## src/rtl/core/dpfl_pkg.sv

```systemverilog
// Package with the sizes, state encoding and control structures of the paging block.
`timescale 1ns / 1ps
package dpfl_pkg;

  localparam int VIRT_PAGES = 16;
  localparam int FRAMES     = 4;
  localparam int PAGE_WORDS = 8;

  localparam int DATA_W  = 32;
  localparam int PAGE_W  = $clog2(VIRT_PAGES);
  localparam int OFFS_W  = $clog2(PAGE_WORDS);
  localparam int ADDR_W  = PAGE_W + OFFS_W;
  localparam int FRAME_W = $clog2(FRAMES);
  localparam int FILL_W  = $clog2(FRAMES + 1);
  localparam int CNT_W   = $clog2(PAGE_WORDS + 1);
  localparam int FWORD_W = FRAME_W + OFFS_W;

  // Controller states.
  typedef enum logic [2:0] {
    ST_IDLE,
    ST_RESOLVE,
    ST_STORE,
    ST_LOAD,
    ST_ACCESS,
    ST_RESP
  } state_t;

  // Commands from the controller to the datapath.
  typedef struct packed {
    logic              latch;
    logic              resolve;
    logic              store_en;
    logic              load_en;
    logic [CNT_W-1:0]  cnt;
    logic              access;
    logic              load_out;
  } cmd_t;

  // Status from the datapath to the controller.
  typedef struct packed {
    logic              hit;
    logic              full;
    logic              out_free;
    logic [FILL_W-1:0] fill;
  } stat_t;

endpackage

```

## src/rtl/core/dpfl_ctrl.sv

```systemverilog
// Controller state machine that sequences lookup, page copies, access and response.
`timescale 1ns / 1ps
module dpfl_ctrl (
  input  logic            clk,
  input  logic            rst,
  input  logic            in_valid,
  output logic            in_ready,
  input  dpfl_pkg::stat_t stat,
  output dpfl_pkg::cmd_t  cmd
);

  dpfl_pkg::state_t             state, state_next;
  logic [dpfl_pkg::CNT_W-1:0]   cnt, cnt_next;
  logic                         cnt_last;

  assign cnt_last = (cnt == dpfl_pkg::CNT_W'(dpfl_pkg::PAGE_WORDS));

  // State and word counter registers.
  always_ff @(posedge clk) begin
    if (rst) begin
      state <= dpfl_pkg::ST_IDLE;
      cnt   <= '0;
    end else begin
      state <= state_next;
      cnt   <= cnt_next;
    end
  end

  // Next state.
  always_comb begin
    state_next = state;
    cnt_next   = cnt;
    unique case (state)
      dpfl_pkg::ST_IDLE: begin
        if (in_valid) state_next = dpfl_pkg::ST_RESOLVE;
      end
      dpfl_pkg::ST_RESOLVE: begin
        cnt_next = '0;
        if (stat.hit) state_next = dpfl_pkg::ST_ACCESS;
        else if (stat.full) state_next = dpfl_pkg::ST_STORE;
        else state_next = dpfl_pkg::ST_LOAD;
      end
      dpfl_pkg::ST_STORE: begin
        if (cnt_last) begin
          cnt_next   = '0;
          state_next = dpfl_pkg::ST_LOAD;
        end else begin
          cnt_next = cnt + 1'b1;
        end
      end
      dpfl_pkg::ST_LOAD: begin
        if (cnt_last) begin
          cnt_next   = '0;
          state_next = dpfl_pkg::ST_ACCESS;
        end else begin
          cnt_next = cnt + 1'b1;
        end
      end
      dpfl_pkg::ST_ACCESS: begin
        state_next = dpfl_pkg::ST_RESP;
      end
      dpfl_pkg::ST_RESP: begin
        if (stat.out_free) state_next = dpfl_pkg::ST_IDLE;
      end
      default: state_next = dpfl_pkg::ST_IDLE;
    endcase
  end

  // Outputs.
  always_comb begin
    cmd      = '0;
    cmd.cnt  = cnt;
    in_ready = 1'b0;
    unique case (state)
      dpfl_pkg::ST_IDLE: begin
        in_ready  = 1'b1;
        cmd.latch = in_valid;
      end
      dpfl_pkg::ST_RESOLVE: cmd.resolve = 1'b1;
      dpfl_pkg::ST_STORE: cmd.store_en = 1'b1;
      dpfl_pkg::ST_LOAD: cmd.load_en = 1'b1;
      dpfl_pkg::ST_ACCESS: cmd.access = 1'b1;
      dpfl_pkg::ST_RESP: cmd.load_out = stat.out_free;
      default: cmd = '0;
    endcase
  end

endmodule

```

## config.mk

```make
export PLATFORM = sky130hd
export DESIGN_NAME = dpfl_ctrl
export DESIGN_NICKNAME = d
export VERILOG_FILES = /design/src/rtl/core/dpfl_pkg.sv /design/src/rtl/core/dpfl_ctrl.sv
export SDC_FILE = /design/constraint.sdc
export NUM_CORES = 1
export LEC_CHECK = 0
export BUFFER_PORTS_ARGS = -buffer_cell sky130_fd_sc_hd__buf_2
export CELL_PAD_IN_SITES_DETAIL_PLACEMENT = 0
export CELL_PAD_IN_SITES_GLOBAL_PLACEMENT = 1
export CORE_UTILIZATION = 34
export CTS_BUF_LIST = sky130_fd_sc_hd__clkbuf_16
export CTS_CLUSTER_SIZE = 24
export DETAILED_ROUTE_END_ITERATION = 12
export PLACE_DENSITY = 0.76
export RECOVER_POWER = 50
export SLEW_MARGIN = 20
export SYNTH_ARGS = -nofsm -noshare
export SYNTH_HDL_FRONTEND = slang
export SYNTH_SLANG_ARGS = --single-unit
```

## constraint.sdc

```tcl
create_clock -name clk -period 2.9 [get_ports clk]
set_clock_uncertainty 0.2 [all_clocks]
set_input_delay 0 -clock clk [delete_from_list [all_inputs] [get_ports clk]]
set_output_delay 0 -clock clk [all_outputs]
set_load 0.02 [all_outputs]
```

## Word-level counts from Yosys, hierarchy flattened

Cells that the tools add are included.

| word-level totals | value |
|---|---|
| bits in registers | 7 |
| input port bits | 9 |
| output and inout port bits | 11 |
| word-level logic and storage cells | 35 |

| operators by class | value |
|---|---|
| $add $sub $neg | 1 |
| equality and inequality tests | 10 |
| mux-type cells | 17 |
| reductions and logical operators | 5 |

Operator list:

| operator | count |
|---|---|
| $pmux 3 s6 | 1 |
| $mux 3 | 5 |
| $mux 1 | 8 |
| $mux 4 | 2 |
| $ne 2x2->1 const B | 4 |
| $pmux 4 s2 | 1 |
| $eq 3x2->1 const B | 2 |
| $eq 3x3->1 const B | 2 |
| $reduce_or 6->1 | 1 |
| $add 4x1->4 const B | 1 |
| $eq 4x4->1 const B | 1 |
| $reduce_and 4->1 | 1 |
| $eq 3x1->1 const B | 1 |
| $logic_not 3->1 | 1 |
| $reduce_bool 2->1 | 1 |
| $reduce_or 2->1 | 1 |

## Logic depth before layout (Yosys ltp)

Gate-level depths: netlist (run 1).

| logic depth | value |
|---|---|
| depth in word-level cells | 3 |
| mapped depth | 5 |
| mapped depth without buffers | 5 |

## Worst setup path before layout (run 1)

OpenSTA, ideal clock, no wires.

| timing path | value |
|---|---|
| kind | register to register |
| from | register state[2] |
| to | register state[1] |
| arrival | 1.215 ns |
| slack | 1.368 ns |
| cell stages (with the launch flop) | 4 |
| clock period less this slack | 1.532 ns |
| path through | dfxtp_1 > nor3_1 > a21o_1 > nor3_1 |

| on the way | value |
|---|---|
| cells in the longest elaborated chain, start to end | 3 |
| elaborated cells between the ends (all ways) | 12 |
| classes of those cells | 9 x eq/ne; 1 x mux; 2 x reduce/logical |

RTL lines:

| element | line | text |
|---|---|---|
| from (decl) | dpfl_ctrl.sv:12 | `dpfl_pkg::state_t state, state_next;` |
| from (signal assigned) | dpfl_ctrl.sv:21 | `state <= dpfl_pkg::ST_IDLE;` |
| from (signal assigned) | dpfl_ctrl.sv:24 | `state <= state_next;` |
| $eq 3x2->1 (tied with other cells) | dpfl_ctrl.sv:33 | `unique case (state)` |
| $ne 2x2->1 (no source line) | -- |  |
| $reduce_and 4->1 (no source line) | -- |  |

Several ways; a longest one is shown, not always the timed one.
A chain may end at the register's enable or synchronous reset.

## Worst setup path in the final report (run 1)

Ends and elaborated chain as after synthesis.

==> results of run 1 <==
-- final cells by class --
class                   instances  area [sq um]
inverters                       3         11.26
repair buffers                 23         143.9
flip-flops and latches          7         140.1
well taps                      15         18.77
clock inverters                 1         3.754
fillers                       143         616.8
clock buffers                   3         75.07
multi-input cells              48         324.1
-- cells in the mapped netlist, types with 2 or more instances --
library cell / number / area (sq um)
dfxtp_1: 7 / 140.1
a21oi_1: 5 / 25.02
nand2_1: 4 / 15.01
nor2_1: 4 / 15.01
and2_1: 3 / 18.77
inv_1: 3 / 11.26
nand2b_1: 3 / 18.77
nand3_1: 3 / 15.01
buf_4: 2 / 15.01
ha_1: 2 / 25.02
nor2b_1: 2 / 12.51
nor3_1: 2 / 10.01
nor3b_1: 2 / 15.01
or3_1: 2 / 12.51
-- worst max-delay path, cell delays in order (launching register included) --
cell	delay, ns
dfxtp_1	0.65
nor3_1	0.15
a21o_1	0.25
nor3_1	0.18
dlygate4sd3_1	0.57
-- stage by stage --
step | setup slack, ns | utilization | total power (uW) | hold slack (ns)
after global placement | 1.401 | 0.4306 | 178.1 | 0.04123
after detailed placement | 1.400 | 0.4306 | 177.9 | 0.04574
final | 0.8410 | 0.5375 | 415.5 | 0.1405
after floorplan | 1.368 | - | 160.5 | -0.1309
after global routing | 0.6849 | 0.5375 | 435.7 | 0.1620
after CTS | 0.8616 | 0.5422 | 421.9 | 0.1418
-- power breakdown --
part	leakage [uW]	internal, uW	switching (uW)
registers	0.0000568	102	13.6
logic	0.000196	32.2	36.4
clock network	0.0000423	179	52.4
-- routing by layer --
layer,part of all wire,vias up,global-route usage
li1,-,269,-
met5,0,-,0
met4,0.012,0,0.07500
met2,0.43,13,0.2581
met3,0.067,2,0.1000
met1,0.49,223,0.1987
-- cell families after synthesis --
| group | count (synthesis) |
|---|---|
| adder cells (fa/ha/maj) | 2 |
| flip-flops | 7 |
| AO/OA/AOI/OAI | 15 |
| AND/OR/NAND/NOR | 31 |
| buffers and inverters | 6 |
-- cell usage in the layout, fill, tap and decap left out, drive strengths merged --
master / n
a21o: 1
a21oi: 5
a221oi: 1
a22oi: 1
a2bb2oi: 1
a31o: 1
a31oi: 1
and2: 3
buf: 11
clkbuf: 8
dfxtp: 7
dlygate4sd3: 7
ha: 2
inv: 4
nand2: 4
nand2b: 3
nand3: 3
nand3b: 1
nand4: 1
nand4b: 1
nor2: 4
nor2b: 3
nor3: 2
nor3b: 2
o21ai: 2
o21bai: 1
o22ai: 1
or2: 1
or3: 2
or3b: 1
-- registers in the layout (all words and copies together), names as in the netlist --
signal,flops
cnt,4
state,3
-- how the worst max path moves through the flow --
stage / start / endpoint / slack, ns
floorplan: state[2]$_SDFFE_PP0P_ / state[1]$_SDFFE_PP0P_ / 1.37
global placement: state[1]$_SDFFE_PP0P_ / cnt[3]$_SDFFE_PP0P_ / 1.40
detailed placement: cnt[0]$_SDFFE_PP0P_ / state[0]$_SDFFE_PP0P_ / 1.40
CTS: state[2]$_SDFFE_PP0P_ / state[2]$_SDFFE_PP0P_ / 0.86
global route: state[2]$_SDFFE_PP0P_ / state[1]$_SDFFE_PP0P_ / 0.68
finish: state[2]$_SDFFE_PP0P_ / state[1]$_SDFFE_PP0P_ / 0.84
==> reports/summary.txt, run 1 <==
Final Hold Vio Count - 0
Power Dens Cells - 579.6 nW/um^2
area of placed instances - 574.3 sq um
gr usage total - 0.1728
R2R Path End - state[1]$_SDFFE_PP0P_
fin nets - 97
initial antenna violation count - 0
core box area - 1334 sq um
synth unique cells - 31
n_diodes - 0
CTS tree - done
CTS resizes - 0
synthesized area - 495.5 sq um
largest net degree at the start of global routing - 17
vias in the first global route - 418
VDD IR max - 527.8 uV
largest family of logic cells by synthesized area - simple AND/OR/NAND/NOR gates
worst reg2reg startpoint - state[2]$_SDFFE_PP0P_
crit path DAT - 2.03 ns
Syn-to-layout area delta - 44.70%
Worst-Skew Late Latency - 0.23 ns
Setup-failing EPs final - 0
Rel. slew slack - 0.6385
Die X-Extent - 40.18 um
1st-pass router iterations - 4
Post-CTS Setup Bufs - 0
Max Slew Vio Count - 0
Post-DRT Antenna Nets - 0
placed wire-length estimate - 765.3 um
post-synthesis adder-cell area fraction - 0.05051
clk root buf - clkbuf_16
WP data required - 2.87 ns
FMAX - 485.7 MHz
CTS Buf Count - 3
yosys warns - 0
non-filler instance count after layout - 100
Post-Synthesis Cells - 61
R2R cell count - 4
placed cell count - 89
reported max-cap violation count - 0
mux contribution to synthesized area - 0
Setup crit end kind - flip-flop
Final Cycle Share - 0.7100
run status - completed
Mean Syn Cell Area - 8.123 sq um
CTS clk-pin slew, worst paths - 0.04 ns
cell row count - 13
area share of xor/xnor cells in the synthesized design - 0
unrepaired setup endpoints after global routing - false
starting density of the core - 0.3715
Startpoint Class - flip-flop
design area - 716.9 sq um
WL per Instance - 11.08 um
flip-flop and latch count after synthesis - 7
CTS H-tree depth - 1
Die ar. - 1614 sq um
Routability Congestion - 0.7047
clock period minus worst slack - 2.059 ns
crit path max fanout - 16
Die Y - 40.18 um
Post-Route WL - 1108 um
Synth Area in Compound Gates - 0.2071
Hold Crit Start - in_valid
PortBufs - 16
clk sink count - 7
Syn Nets - 72
Lkg Pwr - 0.0002950 uW
clock tree buffer depth - 2
Overflow after GRT - 0
DR iter-0 viols - 7
DRC violations left - 0
hold path depth - 3
FF-to-FF setup slack - 0.84 ns
Post-synth EDFFs - 0
Simple-Gate Fraction of Synth Area - 0.3965
Setup CP Type - flip-flop to flip-flop
Hold Crit Class - input port to output pin
setup TNS - 0 ns
Top Ports - 20
hold-fix buffers at CTS - 7
layout cells sized above 1 - 0.2000
Worst Tran Pin Value - 0.5415 ns
ys async rst share - 0
DR vias - 507
Worst Hold End - cmd[9]
Via-to-Cell Ratio - 5.070
Seq/Total Area, Yosys - 0.2828
ys flop type - dfxtp_1
first-pass GRT wire length - 1766 um
Power figures use the tool's default switching activity.
==> inputs of run 2 (changes only) <==
CORE_UTILIZATION = 31   (was 34)
PLACE_DENSITY = 0.7   (was 0.76)
clock period = 2 ns   (was 2.9 ns; I/O delays follow)
==> reports/summary.txt, run 2 (synthesis results as in run 1) <==
Overflow after GRT - 0 (unchanged)
n_diodes - 0 (unchanged)
Max Slew Vio Count - 0 (unchanged)
WL per Instance - 11.09 um (about the same)
Largest register FFs - 4 (unchanged)
NetSw - 142.6 uW (+39%)
leading cell type in the layout, fill and taps excluded - buf_2
Setup-failing EPs final - 0 (unchanged)
WP data required - 1.80 ns (-1.07 ns)
DRC violations left - 0 (unchanged)
VDD IR max - 482.8 uV (-8.5%)
DR vias - 496 (-2.2%)
setup TNS - 0 ns (unchanged)
run status - completed
starting density of the core - 0.3289 (-0.04258)
Syn-to-layout area delta - 40.91%
CTS tree - done
most frequent cells in the layout - buf_2 (11), dfxtp_1 (7), a21oi_1 (5), dlygate4sd3_1 (5), clkbuf_1 (5)
fin nets - 95 (-2.1%)
layout cells sized above 1 - 0.2048 (+0.004819)
Die ar. - 1762 sq um (+9.2%)
Via-to-Cell Ratio - 5.010 (-1.2%)
CTS clk-pin slew, worst paths - 0.04 ns (about the same)
reported max-cap violation count - 0 (unchanged)
Worst Tran Pin Value - 0.5421 ns (+0.0006369 ns)
DR iter-0 viols - 14 (+7)
Power Dens Cells - 846.7 nW/um^2 (+46%)
fillers - 147 (+2.8%)
critical path cell sequence - nor2b_4 > nor2b_1 > buf_2
Hold Crit Class - flip-flop to flip-flop
vias in the first global route - 399 (-4.5%)
sequential share of power - 0.282 (+0.005)
Post-DRT Antenna Nets - 0 (unchanged)
Worst-Skew Late Latency - 0.23 ns (about the same)
Clock power frac - 0.559 (about the same)
Setup crit end kind - output pin
core box area - 1506 sq um (+13%)
FMAX - 619.3 MHz
Top Ports - 20 (unchanged)
first-pass GRT wire length - 1800 um (+1.9%)
Setup CP Type - flip-flop to output pin
Post-Route WL - 1098 um (-0.90%)
Lkg Pwr - 0.0002803 uW (-5.0%)
unrepaired setup endpoints after global routing - false
Final Hold Vio Count - 0 (unchanged)
gr usage total - 0.1371 (-0.03571)
clock tree buffer depth - 2 (unchanged)
placed wire-length estimate - 728.4 um (-4.8%)
Die Y - 41.98 um (+4.5%)
CTS resizes - 0 (unchanged)
Pint - 448.6 uW (+43%)
clk root buf - clkbuf_16
clock period minus worst slack - 1.615 ns
initial antenna violation count - 0 (unchanged)
1st-pass router iterations - 4 (unchanged)
clk sink count - 7 (unchanged)
CP max stage delay - 0.56 ns (-0.09 ns)
Comb power frac - 0.158 (-0.007)
Switching Fraction - 0.2412 (-0.005274)
Post-CTS Setup Bufs - 0 (unchanged)
CP max stage cell - dfxtp_1
area of placed instances - 575.6 sq um (+0.22%)
crit path max fanout - 14 (-2)
Largest Register - cnt
hold-fix buffers at CTS - 5 (-2)
Die X-Extent - 41.98 um (+4.5%)
Rel. slew slack - 0.6381 (about the same)
Startpoint Class - flip-flop
largest registers - cnt: 4 flops, state: 3 flops
Routability Congestion - 0.7599 (+7.8%)
CTS Buf Count - 3 (unchanged)
cell row count - 14 (+1)
PortBufs - 16 (unchanged)
design area - 698.2 sq um (-2.6%)
crit path DAT - 1.41 ns (-0.62 ns)
Final Cycle Share - 0.8074
largest net degree at the start of global routing - 17 (unchanged)
CTS H-tree depth - 1 (unchanged)
-- run 2: path summary, 6_finish.rpt --
check,startpoint,end,slack (ns),depth (start not counted)
worst max-delay path,state[1]$_SDFFE_PP0P_,cmd[7],0.39,3
worst min-delay path,cnt[0]$_SDFFE_PP0P_,cnt[0]$_SDFFE_PP0P_,0.30,2
worst max register to register,state[1]$_SDFFE_PP0P_,cnt[3]$_SDFFE_PP0P_,0.48,3
worst min register to register,cnt[0]$_SDFFE_PP0P_,cnt[0]$_SDFFE_PP0P_,0.30,2
-- run 2: per-stage QoR --
| step | hold WS (ns) | util | setup slack, ns | instances | total power (uW) |
|---|---|---|---|---|---|
| 6_report | 0.2956 | 0.4635 | 0.3853 | 99 | 591.2 |
| 5_1_grt | 0.3425 | 0.4635 | 0.2603 | 99 | 619.2 |
| 4_1_cts | 0.2974 | 0.4676 | 0.3746 | 99 | 597.7 |
| 3_5_place_dp | 0.04237 | 0.3821 | 0.4920 | 90 | 256.9 |
| 3_3_place_gp | 0.03992 | 0.3821 | 0.5064 | 90 | 257.5 |
| 2_1_floorplan | -0.1309 | - | 0.4678 | 61 | 232.7 |
-- run 2: power by group through the flow --
| stage | combinational [uW] | sequential [uW] | clock, uW |
|---|---|---|---|
| after floorplan | 78.4 | 154 | 0 |
| after global placement | 88.6 | 169 | 0 |
| after detailed placement | 87.9 | 169 | 0 |
| after CTS | 96.1 | 167 | 335 |
| after global routing | 103 | 170 | 346 |
| final | 93.7 | 167 | 331 |
-- run 2: final cells by class --
class,count,area (sq um),share of cell area
clock buffer,3,75.07,0.1075
clock inverter,1,3.754,0.005376
tap,16,20.02,0.02867
timing repair buffer,21,123.9,0.1774
sequential,7,140.1,0.2007
multi-input combinational,48,324.1,0.4642
inverter,3,11.26,0.01613
-- run 2: routing by layer --
metal / share of wire / global-route usage / vias up
met5: 0 / 0 / -
met4: 0 / 0.07742 / 0
met3: 0.063 / 0.05172 / 0
met1: 0.50 / 0.1909 / 224
met2: 0.43 / 0.1781 / 14
li1: - / - / 258
-- run 2: worst max-delay path: cells and delay by family, from the launching register on --
kind,cells,cell delay [ns]
buffers and inverters,1,0.17
AND/OR/NAND/NOR,2,0.47
flip-flops,1,0.56
